`config.mk`:
```
export PLATFORM = sky130hd
export DESIGN_NAME = keyed_priority_wait_queue_flat
export DESIGN_NICKNAME = d
export VERILOG_FILES = /design/src/kpwq_pkg.sv /design/src/kpwq_if.sv /design/src/kpwq_store.sv /design/src/keyed_priority_wait_queue.sv /design/src/flat_wrapper.sv
export SDC_FILE = /design/constraint.sdc
export NUM_CORES = 2
export LEC_CHECK = 0
export BUFFER_PORTS_ARGS = -buffer_cell sky130_fd_sc_hd__buf_2
export CAP_MARGIN = 30
export CORE_ASPECT_RATIO = 1.75
export CORE_MARGIN = 2
export CORE_UTILIZATION = 30
export CTS_BUF_LIST = sky130_fd_sc_hd__clkbuf_4 sky130_fd_sc_hd__clkbuf_8 sky130_fd_sc_hd__clkbuf_16
export CTS_CLUSTER_SIZE = 25
export DETAILED_ROUTE_END_ITERATION = 10
export GPL_ROUTABILITY_DRIVEN = 1
export PLACE_DENSITY = 0.52
export SLEW_MARGIN = 0
export SYNTH_ARGS = -nofsm -noshare
export SYNTH_HDL_FRONTEND = slang
export SYNTH_SLANG_ARGS = --single-unit
```
`constraint.sdc`:
```
create_clock -name clock -period 9.9 [get_ports clock]
set_clock_uncertainty 0.2 [all_clocks]
set_input_delay 0.495 -clock clock [delete_from_list [all_inputs] [get_ports clock]]
set_output_delay 0.495 -clock clock [all_outputs]
set_load 0.02 [all_outputs]
```
`src/kpwq_pkg.sv`:
```
// ----------------------------------------------------------------------------
// kpwq_pkg
// Types, codes and helpers shared by the keyed priority wait queue.
// ----------------------------------------------------------------------------
package kpwq_pkg;

   // action codes of a request beat
   localparam logic [2:0] ACT_ENQUEUE  = 3'd0;
   localparam logic [2:0] ACT_DEQUEUE  = 3'd1;
   localparam logic [2:0] ACT_CANCEL   = 3'd2;
   localparam logic [2:0] ACT_POSITION = 3'd3;
   localparam logic [2:0] ACT_EXPIRE   = 3'd4;
   localparam logic [2:0] ACT_COUNT    = 3'd5;

   // status codes of a response beat
   localparam logic [1:0] ST_OK   = 2'd0;
   localparam logic [1:0] ST_DUP  = 2'd1;
   localparam logic [1:0] ST_MISS = 2'd2;
   localparam logic [1:0] ST_FULL = 2'd3;

   localparam logic [11:0] SECS_PER_HOUR = 12'd3600;
   localparam logic [5:0]  MAX_RESULTS   = 6'd32;

   // one slot of the shared pool
   typedef struct packed {
      logic [15:0] key;
      logic [15:0] user;
      logic [7:0]  urgency;
      logic [31:0] stamp;
      logic [5:0]  place;
   } entry_type;

   // write command into the slot memory
   typedef struct packed {
      logic      en;
      entry_type data;
   } slot_wr_type;

   // write command into the new-place memory
   typedef struct packed {
      logic       en;
      logic [5:0] place;
   } place_wr_type;

   typedef struct packed {
      logic [1:0]  status;
      logic [6:0]  amount;
      logic [15:0] out_key;
      logic [15:0] served_user;
      logic        last;
   } rsp_type;

   // true when a is served ahead of b (places of one line are distinct)
   function automatic logic serves_first(entry_type a, entry_type b);
      logic r;
      if (a.urgency != b.urgency) begin
         r = a.urgency > b.urgency;
      end else if (a.stamp != b.stamp) begin
         r = a.stamp < b.stamp;
      end else begin
         r = a.place < b.place;
      end
      return r;
   endfunction

   function automatic rsp_type mk_rsp(logic [1:0] status, logic [6:0] amount,
                                      logic [15:0] out_key, logic [15:0] user,
                                      logic last);
      rsp_type r;
      r.status      = status;
      r.amount      = amount;
      r.out_key     = out_key;
      r.served_user = user;
      r.last        = last;
      return r;
   endfunction

endpackage

```
`src/kpwq_if.sv`:
```
// ----------------------------------------------------------------------------
// kpwq_req_if / kpwq_rsp_if
// Valid/ready channels for request and response beats.
// ----------------------------------------------------------------------------
interface kpwq_req_if;
   logic        valid;
   logic        ready;
   logic [2:0]  action;
   logic [15:0] queue_key;
   logic [15:0] requester;
   logic [7:0]  urgency;
   logic [31:0] current_time;
   logic [15:0] timeout_hours;

   modport source (output valid, action, queue_key, requester, urgency,
                   current_time, timeout_hours, input ready);
   modport sink (input valid, action, queue_key, requester, urgency,
                 current_time, timeout_hours, output ready);
endinterface

interface kpwq_rsp_if;
   logic        valid;
   logic        ready;
   logic [1:0]  status;
   logic [6:0]  amount;
   logic [15:0] out_key;
   logic [15:0] served_user;
   logic        last;

   modport source (output valid, status, amount, out_key, served_user, last,
                   input ready);
   modport sink (input valid, status, amount, out_key, served_user, last,
                 output ready);
endinterface

```
`src/kpwq_store.sv`:
```
// ----------------------------------------------------------------------------
// kpwq_store
// Slot memory and new-place memory, one write and one registered read each.
// ----------------------------------------------------------------------------
module kpwq_store #(
   parameter int DEPTH = 32,
   parameter int AW    = 5
) (
   input  logic                   clock,
   input  kpwq_pkg::slot_wr_type  slot_wr,
   input  logic [AW-1:0]          slot_wr_addr,
   input  kpwq_pkg::place_wr_type place_wr,
   input  logic [AW-1:0]          place_wr_addr,
   input  logic [AW-1:0]          rd_addr,
   output kpwq_pkg::entry_type    slot_rd,
   output logic [5:0]             place_rd
);
   import kpwq_pkg::*;

   entry_type  slot_mem [DEPTH];
   logic [5:0] place_mem [DEPTH];

   // write the slot and read one address a cycle
   always_ff @(posedge clock) begin
      if (slot_wr.en) begin
         slot_mem[slot_wr_addr] <= slot_wr.data;
      end
      slot_rd <= slot_mem[rd_addr];
   end

   // hold the ranks computed for a re-line
   always_ff @(posedge clock) begin
      if (place_wr.en) begin
         place_mem[place_wr_addr] <= place_wr.place;
      end
      place_rd <= place_mem[rd_addr];
   end

endmodule

```
`src/keyed_priority_wait_queue.sv`:
```
// ----------------------------------------------------------------------------
// keyed_priority_wait_queue
// Shared pool of waiting entries with per-key lines, served by urgency.
// ----------------------------------------------------------------------------
// One request at a time. Every request sweeps the slot memory once through
// its single read port; enqueue, position, count and a missed cancel or
// dequeue take no more. A cancel adds one re-line sweep. A dequeue ranks
// every entry of the line against every slot, which is longest when the
// whole pool waits on one key. An expire sweep spends a pick sweep and a
// re-line sweep for each removed entry, plus a closing pick sweep when
// fewer than 32 go, and emits one response beat per removed entry (at most
// 32), the final one marked last, or a single miss beat when none expires.
// Response stalls can lengthen any request. The response is registered, so
// a waiting beat holds while the next request is taken.
module keyed_priority_wait_queue #(
   parameter int POOL_ENTRIES = 32
) (
   input  logic       clock,
   input  logic       reset,
   kpwq_req_if.sink   req_ch,
   kpwq_rsp_if.source rsp_ch
);
   import kpwq_pkg::*;

   localparam int N  = POOL_ENTRIES;
   localparam int IW = $clog2(N);
   localparam int CW = $clog2(N + 1);
   localparam logic [IW-1:0] LAST = IW'(N - 1);
   localparam logic [CW-1:0] CNT_END = CW'(N);

   typedef enum logic [3:0] {
      S_IDLE, S_PREP, S_SCAN, S_DECIDE, S_SHIFT, S_PICK, S_PGOT,
      S_RLOAD, S_RREF, S_RSWEEP, S_COPY, S_FIN
   } state_type;

   state_type     state_ff;
   logic [N-1:0]  valid_ff;
   logic [N-1:0]  old_ff;
   logic [2:0]    op_ff;
   logic [15:0]   key_ff;
   logic [15:0]   user_ff;
   logic [7:0]    urg_ff;
   logic [31:0]   now_ff;
   logic [27:0]   prod_ff;
   logic [31:0]   cut_ff;
   logic          neg_ff;
   logic [CW-1:0] cnt_ff;
   logic          s1_ff;
   logic [IW-1:0] s1_idx_ff;
   logic          found_ff;
   logic [IW-1:0] hit_idx_ff;
   logic [5:0]    hit_place_ff;
   logic [6:0]    len_ff;
   logic          free_ok_ff;
   logic [IW-1:0] free_idx_ff;
   logic          best_ok_ff;
   entry_type     best_ff;
   logic [IW-1:0] best_idx_ff;
   logic          pick_ok_ff;
   entry_type     pick_ff;
   logic [IW-1:0] pick_idx_ff;
   logic          pend_ok_ff;
   logic [15:0]   pend_key_ff;
   logic [15:0]   pend_user_ff;
   logic [5:0]    pcount_ff;
   logic [15:0]   sk_ff;
   logic [5:0]    sp_ff;
   logic [IW-1:0] i_ff;
   entry_type     ref_ff;
   logic [5:0]    rank_ff;
   logic          rsp_valid_ff;
   rsp_type       rsp_ff;

   entry_type     rd;
   logic [5:0]    np_rd;
   logic [IW-1:0] rd_addr;
   slot_wr_type   slot_wr;
   logic [IW-1:0] slot_wr_addr;
   place_wr_type  place_wr;
   logic          sweep_on;
   logic          sweep_done;
   logic          out_free;
   logic          inl;
   logic [15:0]   cmp_key;
   logic [5:0]    rank_in;

   kpwq_store #(.DEPTH(N), .AW(IW)) u_store (
      .clock        (clock),
      .slot_wr      (slot_wr),
      .slot_wr_addr (slot_wr_addr),
      .place_wr     (place_wr),
      .place_wr_addr(i_ff),
      .rd_addr      (rd_addr),
      .slot_rd      (rd),
      .place_rd     (np_rd)
   );

   // decode the sweep and the entry under inspection
   always_comb begin
      sweep_on   = (state_ff == S_SCAN) || (state_ff == S_SHIFT) ||
                   (state_ff == S_PICK) || (state_ff == S_RSWEEP) ||
                   (state_ff == S_COPY);
      sweep_done = s1_ff && (s1_idx_ff == LAST);
      rd_addr    = (state_ff == S_RLOAD) ? i_ff : cnt_ff[IW-1:0];
      cmp_key    = (state_ff == S_SHIFT) ? sk_ff : key_ff;
      inl        = valid_ff[s1_idx_ff] && (rd.key == cmp_key);
      out_free   = !rsp_valid_ff || rsp_ch.ready;
      rank_in    = rank_ff + 6'((s1_ff && inl && (s1_idx_ff != i_ff) &&
                                 serves_first(rd, ref_ff)) ? 1 : 0);
   end

   // drive the memory writes
   always_comb begin
      slot_wr.en     = 1'b0;
      slot_wr.data   = rd;
      slot_wr_addr   = s1_idx_ff;
      place_wr.en    = (state_ff == S_RSWEEP) && sweep_done;
      place_wr.place = rank_in;
      case (state_ff)
         S_DECIDE: begin
            slot_wr.en = (op_ff == ACT_ENQUEUE) && out_free && !found_ff && free_ok_ff;
            slot_wr.data.key     = key_ff;
            slot_wr.data.user    = user_ff;
            slot_wr.data.urgency = urg_ff;
            slot_wr.data.stamp   = now_ff;
            slot_wr.data.place   = len_ff[5:0];
            slot_wr_addr = free_idx_ff;
         end
         S_SHIFT: begin
            slot_wr.en = s1_ff && inl && (rd.place > sp_ff);
            slot_wr.data.place = rd.place - 6'd1;
         end
         S_COPY: begin
            slot_wr.en = s1_ff && inl;
            slot_wr.data.place = np_rd;
         end
         default: begin
            slot_wr.en = 1'b0;
         end
      endcase
   end

   assign req_ch.ready       = (state_ff == S_IDLE);
   assign rsp_ch.valid       = rsp_valid_ff;
   assign rsp_ch.status      = rsp_ff.status;
   assign rsp_ch.amount      = rsp_ff.amount;
   assign rsp_ch.out_key     = rsp_ff.out_key;
   assign rsp_ch.served_user = rsp_ff.served_user;
   assign rsp_ch.last        = rsp_ff.last;

   // sequence the request through its sweeps
   always_ff @(posedge clock) begin
      if (reset) begin
         state_ff     <= S_IDLE;
         valid_ff     <= '0;
         old_ff       <= '0;
         rsp_valid_ff <= 1'b0;
         s1_ff        <= 1'b0;
         cnt_ff       <= '0;
         pcount_ff    <= '0;
      end else begin
         if (rsp_ch.ready) begin
            rsp_valid_ff <= 1'b0;
         end
         // advance the read pointer of a sweep
         if (sweep_on) begin
            if (cnt_ff != CNT_END) begin
               cnt_ff    <= cnt_ff + CW'(1);
               s1_ff     <= 1'b1;
               s1_idx_ff <= cnt_ff[IW-1:0];
            end else begin
               s1_ff <= 1'b0;
            end
         end
         case (state_ff)
            S_IDLE: begin
               if (req_ch.valid && (req_ch.action <= ACT_COUNT)) begin
                  op_ff    <= req_ch.action;
                  key_ff   <= req_ch.queue_key;
                  user_ff  <= req_ch.requester;
                  urg_ff   <= req_ch.urgency;
                  now_ff   <= req_ch.current_time;
                  prod_ff  <= 28'(req_ch.timeout_hours) * 28'(SECS_PER_HOUR);
                  state_ff <= S_PREP;
               end
            end
            S_PREP: begin
               neg_ff     <= now_ff < 32'(prod_ff);
               cut_ff     <= now_ff - 32'(prod_ff);
               found_ff   <= 1'b0;
               free_ok_ff <= 1'b0;
               best_ok_ff <= 1'b0;
               len_ff     <= '0;
               cnt_ff     <= '0;
               s1_ff      <= 1'b0;
               state_ff   <= S_SCAN;
            end
            S_SCAN: begin
               if (s1_ff) begin
                  if (!valid_ff[s1_idx_ff] && !free_ok_ff) begin
                     free_ok_ff  <= 1'b1;
                     free_idx_ff <= s1_idx_ff;
                  end
                  if (inl) begin
                     len_ff <= len_ff + 7'd1;
                     if (rd.user == user_ff) begin
                        found_ff     <= 1'b1;
                        hit_idx_ff   <= s1_idx_ff;
                        hit_place_ff <= rd.place;
                     end
                     if (!best_ok_ff || serves_first(rd, best_ff)) begin
                        best_ok_ff  <= 1'b1;
                        best_ff     <= rd;
                        best_idx_ff <= s1_idx_ff;
                     end
                  end
                  old_ff[s1_idx_ff] <= valid_ff[s1_idx_ff] && !neg_ff &&
                                       (rd.stamp < cut_ff);
                  if (sweep_done) begin
                     state_ff <= S_DECIDE;
                  end
               end
            end
            S_DECIDE: begin
               case (op_ff)
                  ACT_ENQUEUE: begin
                     if (out_free) begin
                        rsp_valid_ff <= 1'b1;
                        if (found_ff) begin
                           rsp_ff <= mk_rsp(ST_DUP, 7'd0, 16'd0, 16'd0, 1'b1);
                        end else if (!free_ok_ff) begin
                           rsp_ff <= mk_rsp(ST_FULL, 7'd0, 16'd0, 16'd0, 1'b1);
                        end else begin
                           rsp_ff <= mk_rsp(ST_OK, len_ff + 7'd1, 16'd0, 16'd0, 1'b1);
                           valid_ff[free_idx_ff] <= 1'b1;
                        end
                        state_ff <= S_IDLE;
                     end
                  end
                  ACT_DEQUEUE: begin
                     if (!best_ok_ff) begin
                        if (out_free) begin
                           rsp_valid_ff <= 1'b1;
                           rsp_ff   <= mk_rsp(ST_MISS, 7'd0, 16'd0, 16'd0, 1'b1);
                           state_ff <= S_IDLE;
                        end
                     end else begin
                        valid_ff[best_idx_ff] <= 1'b0;
                        i_ff     <= '0;
                        state_ff <= S_RLOAD;
                     end
                  end
                  ACT_CANCEL: begin
                     if (!found_ff) begin
                        if (out_free) begin
                           rsp_valid_ff <= 1'b1;
                           rsp_ff   <= mk_rsp(ST_MISS, 7'd0, 16'd0, 16'd0, 1'b1);
                           state_ff <= S_IDLE;
                        end
                     end else begin
                        valid_ff[hit_idx_ff] <= 1'b0;
                        sk_ff    <= key_ff;
                        sp_ff    <= hit_place_ff;
                        cnt_ff   <= '0;
                        s1_ff    <= 1'b0;
                        state_ff <= S_SHIFT;
                     end
                  end
                  ACT_POSITION: begin
                     if (out_free) begin
                        rsp_valid_ff <= 1'b1;
                        rsp_ff <= found_ff ?
                           mk_rsp(ST_OK, 7'(hit_place_ff) + 7'd1, 16'd0, 16'd0, 1'b1) :
                           mk_rsp(ST_MISS, 7'd0, 16'd0, 16'd0, 1'b1);
                        state_ff <= S_IDLE;
                     end
                  end
                  ACT_COUNT: begin
                     if (out_free) begin
                        rsp_valid_ff <= 1'b1;
                        rsp_ff   <= mk_rsp(ST_OK, len_ff, 16'd0, 16'd0, 1'b1);
                        state_ff <= S_IDLE;
                     end
                  end
                  ACT_EXPIRE: begin
                     pcount_ff  <= '0;
                     pend_ok_ff <= 1'b0;
                     pick_ok_ff <= 1'b0;
                     cnt_ff     <= '0;
                     s1_ff      <= 1'b0;
                     state_ff   <= S_PICK;
                  end
                  default: begin
                     state_ff <= S_IDLE;
                  end
               endcase
            end
            S_PICK: begin
               if (s1_ff) begin
                  // take the smallest key, then the smallest place
                  if (old_ff[s1_idx_ff] && (!pick_ok_ff || (rd.key < pick_ff.key) ||
                      ((rd.key == pick_ff.key) && (rd.place < pick_ff.place)))) begin
                     pick_ok_ff  <= 1'b1;
                     pick_ff     <= rd;
                     pick_idx_ff <= s1_idx_ff;
                  end
                  if (sweep_done) begin
                     state_ff <= (pick_ok_ff || old_ff[s1_idx_ff]) ? S_PGOT : S_FIN;
                  end
               end
            end
            S_PGOT: begin
               if (!pend_ok_ff || out_free) begin
                  if (pend_ok_ff) begin
                     rsp_valid_ff <= 1'b1;
                     rsp_ff <= mk_rsp(ST_OK, 7'd0, pend_key_ff, pend_user_ff, 1'b0);
                  end
                  pend_ok_ff   <= 1'b1;
                  pend_key_ff  <= pick_ff.key;
                  pend_user_ff <= pick_ff.user;
                  old_ff[pick_idx_ff]   <= 1'b0;
                  valid_ff[pick_idx_ff] <= 1'b0;
                  pcount_ff <= pcount_ff + 6'd1;
                  sk_ff     <= pick_ff.key;
                  sp_ff     <= pick_ff.place;
                  cnt_ff    <= '0;
                  s1_ff     <= 1'b0;
                  state_ff  <= S_SHIFT;
               end
            end
            S_SHIFT: begin
               if (sweep_done) begin
                  if ((op_ff == ACT_EXPIRE) && (pcount_ff != MAX_RESULTS)) begin
                     pick_ok_ff <= 1'b0;
                     cnt_ff     <= '0;
                     s1_ff      <= 1'b0;
                     state_ff   <= S_PICK;
                  end else begin
                     state_ff <= S_FIN;
                  end
               end
            end
            S_RLOAD: begin
               if (!valid_ff[i_ff]) begin
                  if (i_ff == LAST) begin
                     cnt_ff   <= '0;
                     s1_ff    <= 1'b0;
                     state_ff <= S_COPY;
                  end else begin
                     i_ff <= i_ff + IW'(1);
                  end
               end else begin
                  state_ff <= S_RREF;
               end
            end
            S_RREF: begin
               ref_ff <= rd;
               if (rd.key == key_ff) begin
                  rank_ff  <= '0;
                  cnt_ff   <= '0;
                  s1_ff    <= 1'b0;
                  state_ff <= S_RSWEEP;
               end else if (i_ff == LAST) begin
                  cnt_ff   <= '0;
                  s1_ff    <= 1'b0;
                  state_ff <= S_COPY;
               end else begin
                  i_ff     <= i_ff + IW'(1);
                  state_ff <= S_RLOAD;
               end
            end
            S_RSWEEP: begin
               // count the entries of the line served ahead of the reference
               rank_ff <= rank_in;
               if (sweep_done) begin
                  if (i_ff == LAST) begin
                     cnt_ff   <= '0;
                     s1_ff    <= 1'b0;
                     state_ff <= S_COPY;
                  end else begin
                     i_ff     <= i_ff + IW'(1);
                     state_ff <= S_RLOAD;
                  end
               end
            end
            S_COPY: begin
               if (sweep_done) begin
                  state_ff <= S_FIN;
               end
            end
            S_FIN: begin
               if (out_free) begin
                  rsp_valid_ff <= 1'b1;
                  case (op_ff)
                     ACT_DEQUEUE: rsp_ff <= mk_rsp(ST_OK, 7'd0, 16'd0, best_ff.user, 1'b1);
                     ACT_EXPIRE: begin
                        rsp_ff <= pend_ok_ff ?
                           mk_rsp(ST_OK, 7'd0, pend_key_ff, pend_user_ff, 1'b1) :
                           mk_rsp(ST_MISS, 7'd0, 16'd0, 16'd0, 1'b1);
                     end
                     default: rsp_ff <= mk_rsp(ST_OK, 7'd0, 16'd0, 16'd0, 1'b1);
                  endcase
                  state_ff <= S_IDLE;
               end
            end
            default: begin
               state_ff <= S_IDLE;
            end
         endcase
      end
   end

`ifndef SYNTHESIS
   a_enq_sets_valid: assert property (@(posedge clock) disable iff (reset)
      (state_ff == S_DECIDE) && slot_wr.en |=> valid_ff[$past(slot_wr_addr)])
      else $error("enqueued slot not marked valid");

   a_deq_drops_one: assert property (@(posedge clock) disable iff (reset)
      (state_ff == S_DECIDE) && (op_ff == ACT_DEQUEUE) && best_ok_ff
      |=> $countones(valid_ff) == $past($countones(valid_ff)) - 1)
      else $error("dequeue did not remove exactly one entry");

   a_expire_bound: assert property (@(posedge clock) disable iff (reset)
      pcount_ff <= MAX_RESULTS || state_ff == S_IDLE)
      else $error("expire removed too many entries");

   a_rank_ref_valid: assert property (@(posedge clock) disable iff (reset)
      (state_ff == S_RSWEEP) |-> valid_ff[i_ff])
      else $error("ranking against an empty slot");
`endif

endmodule

```
`src/flat_wrapper.sv`:
```
// flat-port wrapper written by rule: the top's interface ports become plain ports
module keyed_priority_wait_queue_flat import kpwq_pkg::*;
#(
   parameter int POOL_ENTRIES = 32
)
  (clock, reset, req_ch_valid, req_ch_action, req_ch_queue_key, req_ch_requester, req_ch_urgency, req_ch_current_time, req_ch_timeout_hours, req_ch_ready, rsp_ch_valid, rsp_ch_status, rsp_ch_amount, rsp_ch_out_key, rsp_ch_served_user, rsp_ch_last, rsp_ch_ready);
  kpwq_req_if req_ch_i ();
  kpwq_rsp_if rsp_ch_i ();
  input  logic clock;
  input  logic reset;
  input wire logic [$bits(req_ch_i.valid)-1:0] req_ch_valid;
  input wire logic [$bits(req_ch_i.action)-1:0] req_ch_action;
  input wire logic [$bits(req_ch_i.queue_key)-1:0] req_ch_queue_key;
  input wire logic [$bits(req_ch_i.requester)-1:0] req_ch_requester;
  input wire logic [$bits(req_ch_i.urgency)-1:0] req_ch_urgency;
  input wire logic [$bits(req_ch_i.current_time)-1:0] req_ch_current_time;
  input wire logic [$bits(req_ch_i.timeout_hours)-1:0] req_ch_timeout_hours;
  output wire logic [$bits(req_ch_i.ready)-1:0] req_ch_ready;
  output wire logic [$bits(rsp_ch_i.valid)-1:0] rsp_ch_valid;
  output wire logic [$bits(rsp_ch_i.status)-1:0] rsp_ch_status;
  output wire logic [$bits(rsp_ch_i.amount)-1:0] rsp_ch_amount;
  output wire logic [$bits(rsp_ch_i.out_key)-1:0] rsp_ch_out_key;
  output wire logic [$bits(rsp_ch_i.served_user)-1:0] rsp_ch_served_user;
  output wire logic [$bits(rsp_ch_i.last)-1:0] rsp_ch_last;
  input wire logic [$bits(rsp_ch_i.ready)-1:0] rsp_ch_ready;
  assign req_ch_i.valid = req_ch_valid;
  assign req_ch_i.action = req_ch_action;
  assign req_ch_i.queue_key = req_ch_queue_key;
  assign req_ch_i.requester = req_ch_requester;
  assign req_ch_i.urgency = req_ch_urgency;
  assign req_ch_i.current_time = req_ch_current_time;
  assign req_ch_i.timeout_hours = req_ch_timeout_hours;
  assign req_ch_ready = req_ch_i.ready;
  assign rsp_ch_valid = rsp_ch_i.valid;
  assign rsp_ch_status = rsp_ch_i.status;
  assign rsp_ch_amount = rsp_ch_i.amount;
  assign rsp_ch_out_key = rsp_ch_i.out_key;
  assign rsp_ch_served_user = rsp_ch_i.served_user;
  assign rsp_ch_last = rsp_ch_i.last;
  assign rsp_ch_i.ready = rsp_ch_ready;
  keyed_priority_wait_queue #(.POOL_ENTRIES(POOL_ENTRIES)) u_core (.clock(clock), .reset(reset), .req_ch(req_ch_i), .rsp_ch(rsp_ch_i));
endmodule
```
Word level (Yosys, flattened, before mapping)
Memories as Yosys holds them, arrays and structs flattened. A register that Yosys moved wholly into a read port is not among the register bits.
Index checks and enable logic that the tools add are counted.
Widths: inputs -> output; s select.
{"block": "op_classes", "reduce_logical": 73, "n_lt_le_gt_ge": 23, "multipliers": 1, "muxes": 157, "bitwise_logic": 9, "addsub": 8, "eq_ne": 66}
{"operator": "$mux 42", "count": 13}
{"operator": "$mux 32", "count": 8}
{"operator": "$pmux 42 s5", "count": 1}
{"operator": "$and 32x32->32", "count": 4}
{"operator": "$pmux 32 s2", "count": 2}
{"operator": "$pmux 42 s3", "count": 1}
{"operator": "$lt 32x32->1", "count": 3}
{"operator": "$mux 6", "count": 16}
{"operator": "$not 32->32", "count": 3}
{"operator": "$pmux 32 s3", "count": 1}
{"operator": "$pmux 42 s2", "count": 1}
{"operator": "$mux 4", "count": 18}
{"operator": "$mux 72", "count": 1}
{"operator": "$eq 16x16->1", "count": 4}
{"operator": "$mux 16", "count": 4}
{"operator": "$ne 32x32->1", "count": 2}
{"operator": "$mux 1", "count": 51}
{"operator": "$pmux 4 s12", "count": 1}
{"operator": "$pmux 6 s2", "count": 4}
{"operator": "$pmux 6 s7", "count": 1}
{"operator": "$mux 5", "count": 8}
{"operator": "$lt 5x6->1 const B", "count": 6}
{"operator": "$ne 2x1->1 const B", "count": 17}
{"operator": "$bwmux 32", "count": 1}
{"operator": "other kinds (61)", "count": 166}
{"block": "word_totals", "ram_bits": 2688, "regBits": 510, "inputBits": 95, "n_memories": 2}
{"memory": "u_core.u_store.slot_mem", "depth": 32, "word_bits": 78, "read_ports": 1, "rd_ports_with_merged_regs": 1, "write_ports": 1, "line": "kpwq_store.sv:20", "source": "entry_type slot_mem [DEPTH];"}
{"memory": "u_core.u_store.place_mem", "depth": 32, "word_bits": 6, "read_ports": 1, "rd_ports_with_merged_regs": 1, "write_ports": 1, "line": "kpwq_store.sv:21", "source": "logic [5:0] place_mem [DEPTH];"}

Logic depth before layout (Yosys ltp)
{"block": "logic_depth", "ltp_word": 13, "depth_mapped": 17, "ltp_nobuf": 17}

By module
A second synthesis with hierarchy kept.
{"block": "unflattened", "cells_unflattened": 7649, "area_unflattened_um2": 133075.1}
{"mod": "kpwq_store", "area_per_inst_um2": 104123.6, "seq_area_each_um2": 82399.0, "cells_per_inst": 4960, "n_inst": 1}
{"mod": "keyed_priority_wait_queue", "area_per_inst_um2": 28951.5, "seq_area_each_um2": 14493.9, "cells_per_inst": 2689, "n_inst": 1}

Worst setup path after synthesis
No wires, ideal clock.
{"block": "synth_timing", "kind": "flip-flop to flip-flop", "from": "register u_core.state_ff[0]", "to": "register u_core.key_ff[0], enable pin", "n_path_buf": 2, "t_arrival_ps": 8775, "period_less_slack_ps": 9675, "path_stages_with_launch": 5, "slack_ps": 225, "cell_sequence": "dfxtp_1 > buf_6 > clkbuf_1 > nor4_1 > nor3b_1"}
{"block": "synth_via", "elab_chain_cells": 2}
{"item": "start, declared", "line": "keyed_priority_wait_queue.sv:36", "source": "state_type state_ff;"}
{"item": "start signal, assigned", "line": "keyed_priority_wait_queue.sv:308", "source": "state_ff <= (pick_ok_ff || old_ff[s1_idx_ff]) ? S_PGOT : S_FIN;"}
{"item": "$logic_not 4->1"}
{"item": "named net req_ch_ready", "line": "flat_wrapper.sv:18", "source": "output wire logic [$bits(req_ch_i.ready)-1:0] req_ch_ready;"}
{"item": "$reduce_and 3->1 (no source line)"}
{"item": "end signal, assigned", "line": "keyed_priority_wait_queue.sv:179", "source": "key_ff <= req_ch.queue_key;"}
{"item": "end, declared", "line": "keyed_priority_wait_queue.sv:40", "source": "logic [15:0] key_ff;"}
The timed path passes the listed nets, and every way through them passes these cells.
A chain may end at the register's enable or synchronous reset.

Worst setup path after layout
{"block": "layout_timing", "from": "register u_core.state_ff[3]", "to": "memory u_core.u_store.slot_mem[16][17] in the netlist's numbering, enable pin"}
{"block": "layout_via", "elab_chain_cells": 9, "word_cells_on_any_way": 12, "cone_classes": "4 x eq/ne; 5 x mux; 3 x reduce/logical"}
{"item": "$eq 4x3->1", "line": "keyed_priority_wait_queue.sv:105, keyed_priority_wait_queue.sv:119"}
{"item": "$mux 16", "line": "keyed_priority_wait_queue.sv:105", "source": "cmp_key = (state_ff == S_SHIFT) ? sk_ff : key_ff;"}
{"item": "$eq 16x16->1", "line": "keyed_priority_wait_queue.sv:106", "source": "inl = valid_ff[s1_idx_ff] && (rd.key == cmp_key);"}
{"item": "$logic_and 1x1->1", "line": "keyed_priority_wait_queue.sv:106"}
{"item": "$logic_and 1x1->1", "line": "keyed_priority_wait_queue.sv:130, keyed_priority_wait_queue.sv:134"}
{"item": "$logic_and 1x1->1", "line": "keyed_priority_wait_queue.sv:130", "source": "slot_wr.en = s1_ff && inl && (rd.place > sp_ff);"}
{"item": "$pmux 1 s3", "line": "keyed_priority_wait_queue.sv:119", "source": "case (state_ff)"}
{"item": "$mux 1", "line": "kpwq_store.sv:25", "source": "if (slot_wr.en) begin"}
{"item": "$mux 1 (not written as such)", "line": "kpwq_store.sv:26", "source": "slot_mem[slot_wr_addr] <= slot_wr.data;"}
{"item": "end, declared", "line": "kpwq_store.sv:20"}
Parallel ways exist; a longest one is shown, timed or not.

==> metrics.md <==
| Metric | Value |
|---|---|
| Final net count | `11000` |
| Min cycle time layout | `6.04 ns` |
| Clk_lat worst skew | `0.95 ns` |
| F_max | `166 MHz` |
| Post-Route Setup TNS | `0 ns` |
| Area contributors post-synth | `edfxtp_1, nand2_1, nand3_1` |
| Maximum fanout along the worst path | `40` |
| Multi-input logic area | `36400 sq um` |
| Max-slew violations | `0` |
| CP cell instances | `or4b_1 -> nor4_4 -> a22oi_2 -> a211oi_2 -> nand4_2 -> o21ai_4 -> nand2b_1 -> nor3_2 -> buf_4 -> buf_4` |
| HP Class | `input pin to flip-flop` |
| Critical Path Start | `u_core.state_ff[3]$_SDFFE_PP0P_` |
| Port bufs | `138` |
| CTS H-tree lvls | `5` |
| Placer Congestion | `0.889` |
| Cell Area, Placed | `146000 sq um` |
| Slew HR | `0.255` |
| Share of cells above drive strength 1 | `0.102` |
| Status | `finished clean` |
| Total CTS buffers | `301` |
| Largest net degree at the start of global routing | `148` |
| Clock Path Buffers | `4` |
| Global-route total usage across every layer | `0.187` |
| Crit path largest cell delay | `0.95 ns` |
| Gate Count Post-Synth | `10400` |
| DRC viols | `0` |
| Syn_area_per_cell | `13.1 sq um` |
| Cell variety after synth | `83` |
| # IOs | `139` |
| Starting Density | `0.301` |
| Top-area cell type share of the netlist area | `0.687` |
| Slowest library cell on the worst path | `or4b_1` |
| Fillers | `43900` |
| R2r startpoint | `u_core.state_ff[3]$_SDFFE_PP0P_` |
| Initial antenna violation count | `19` |
| YS warnings | `0` |
| Peak supply drop | `0.000128 V` |
| Number of routed nets with antenna violations | `0` |
| Reg area | `96900 sq um` |
| Total wire length | `443000 microns` |
| Max-cap violations | `0` |
| Core Area | `453000 sq um` |
| Post-synth top flop | `edfxtp_1` |
| Post-layout instance area | `156000 sq um` |
| Final period util | `0.610` |
| Leading area contributor after synthesis | `edfxtp_1` |
| Area delta synth->final | `14.8%` |
| Routed via count | `87600` |
| Vias in the first global route | `86000` |
| Synthesized cell area | `136000 sq um` |
| CTS tree | `done` |
| Clock slew at reported path FFs | `0.06 ns` |
| Sink Count | `3282` |
| RSZ-0062 raised after global routing | `false` |
| Die height | `896 microns` |
| Clk root buf | `clkbuf_16` |
| CP Capture Type | `flip-flop` |
| Via density | `5.23` |
| First-pass GRT wire length | `626000 microns` |
| Register area share after synthesis | `0.711` |
| Final HPWL DP | `262000 microns` |
| Async S/R FF share, synth | `0` |
| Startpoint types | `flip-flop` |
| Setup CP Type | `flip-flop to flip-flop` |
| Final setup vio count | `0` |
| Post-synth EDFFs | `3116` |
| Worst-margin pin slew | `1.12 ns` |
| Fin. Hold Viols | `0` |
| Most frequent CP cell | `buf_4` |
| Drt first-iter violations | `8125` |
| Row count | `327` |
| Required @ worst endpoint | `10.23 ns` |
| Yosys reg bits | `3282` |
| Leak pwr | `54.6 nW` |
| Syn nets | `10700` |
| GRT overflow | `0` |
| Hold Path Origin | `req_ch_current_time[15]` |
| Crit path DAT | `6.37 ns` |
| Die area | `460000 sq um` |
| Wire per inst | `26.4 microns` |
| Pwr per Cell Area | `208 nW/um^2` |
| Die width | `513 microns` |
| DRT Pass-1 Iters | `6` |
## path summary, 6_finish.rpt
kind | end | slack, ns | depth (start not counted)
worst max-delay path | u_core.u_store.slot_mem[16][17]$_DFFE_PP_ | 3.86 | 10
worst min-delay path | u_core.now_ff[15]$_DFFE_PP_ | 0.09 | 2
worst max register to register | u_core.u_store.slot_mem[16][17]$_DFFE_PP_ | 3.86 | 10
worst min register to register | u_core.pend_user_ff[13]$_DFFE_PP_ | 0.22 | 0
## timing repair
| item | in CTS | in global routing |
|---|---|---|
| resized for setup | 0 | 0 |
| hold buffers | 85 | 0 |
| setup buffers | 0 | 0 |
| endpoints found under the hold margin | 86 | 0 |
## metrics by stage
| stage | hold WS [ns] | utilization | cells | worst slack [ns] | power, W |
|---|---|---|---|---|---|
| 6_report | 0.0855 | 0.346 | 16800 | 3.86 | 0.0325 |
| 4_1_cts | 0.0193 | 0.345 | 16700 | 3.86 | 0.0327 |
| 2_1_floorplan | 0.200 | - | 10400 | 0.225 | 0.0191 |
| 3_5_place_dp | 0.205 | 0.322 | 16100 | 3.89 | 0.0209 |
| 5_1_grt | 0.0721 | 0.346 | 16800 | 3.66 | 0.0335 |
| 3_3_place_gp | 0.201 | 0.320 | 16100 | 2.96 | 0.0207 |
## registers in the layout, indices dropped and copies added (netlist names), 24 cells and up
name and flops:
u_core.best_ff 62, u_core.cut_ff 32, u_core.now_ff 32, u_core.old_ff 32
u_core.pick_ff 38, u_core.prod_ff 24, u_core.ref_ff 46, u_core.u_store.place_mem 192
u_core.u_store.slot_mem 2496, u_core.u_store.slot_rd 78, u_core.valid_ff 32
## per-layer routing
layer	vias to the layer above	track usage	wire (microns)
met4	4	0.0846	21800
met5	-	0	29
li1	38900	-	-
met2	2942	0.339	229000
met3	836	0.0205	22300
met1	45000	0.219	169000
## logic make-up after synthesis
group / Yosys count / synth area share
AO/OA/AOI/OAI: 1295 / 0.0672
multiplexers: 328 / 0.0289
buffers and inverters: 871 / 0.0261
adder cells (fa/ha/maj): 271 / 0.0263
AND/OR/NAND/NOR: 4218 / 0.133
XOR/XNOR: 112 / 0.00720
flip-flops: 3282 / 0.711
## synth_stat cells (all sizes together) (52+ instances only)
library cell,n
nand3,965
o22ai,69
a21o,57
mux2i,271
o221ai,75
clkbuf,349
buf,266
nor2,264
a21oi,205
nand2,2555
a31oi,248
o21ai,119
and3,144
ha,246
a22oi,76
inv,256
nor3,82
dfxtp,166
xnor2,66
a311oi,111
edfxtp,3116
mux4,52
## where the power goes
group | internal (W) | switching, W
combinational | 0.00137 | 0.00298
clock | 0.00652 | 0.00529
sequential | 0.0160 | 0.000282
## placed cells by master (no fill, tap or decap), types with 34 or more instances in the layout
cell type and n:
a311oi_1 111, nor3_1 62, nand3_1 963, edfxtp_1 3116
nor2b_1 34, clkinv_2 56, buf_4 232, o21ai_0 108
nand4_1 36, xor2_1 44, dlygate4sd3_1 85, a21o_1 57
nand2_1 2552, a32oi_1 50, ha_1 246, buf_2 138
clkinv_1 48, mux2i_1 264, o22ai_1 69, clkbuf_4 73
xnor2_1 64, a21oi_1 205, a31oi_1 247, inv_1 255
a22oi_1 75, mux4_2 52, o221ai_1 75, clkbuf_16 308
and3_1 144, nor2_1 238, dfxtp_1 166
## worst max-delay path: cells and delay by family, from the launching register on
kind | cells | cell delay, ns
AOI/OAI and AO/OA | 3 | 0.79
buffers and inverters | 2 | 1.47
DFF | 1 | 0.56
and+or+nand+nor | 5 | 2.53
## cell type report
| type | count | share of cell area |
|---|---|---|
| diodes | 6 | 0.0000960 |
| clock buffers | 392 | 0.0538 |
| well taps | 5922 | 0.0474 |
| inverters | 256 | 0.00615 |
| flip-flops and latches | 3282 | 0.620 |
| clock inverters | 150 | 0.00844 |
| multi-input cells | 6224 | 0.233 |
| repair buffers | 528 | 0.0315 |
Power figures use the tool's default switching activity.
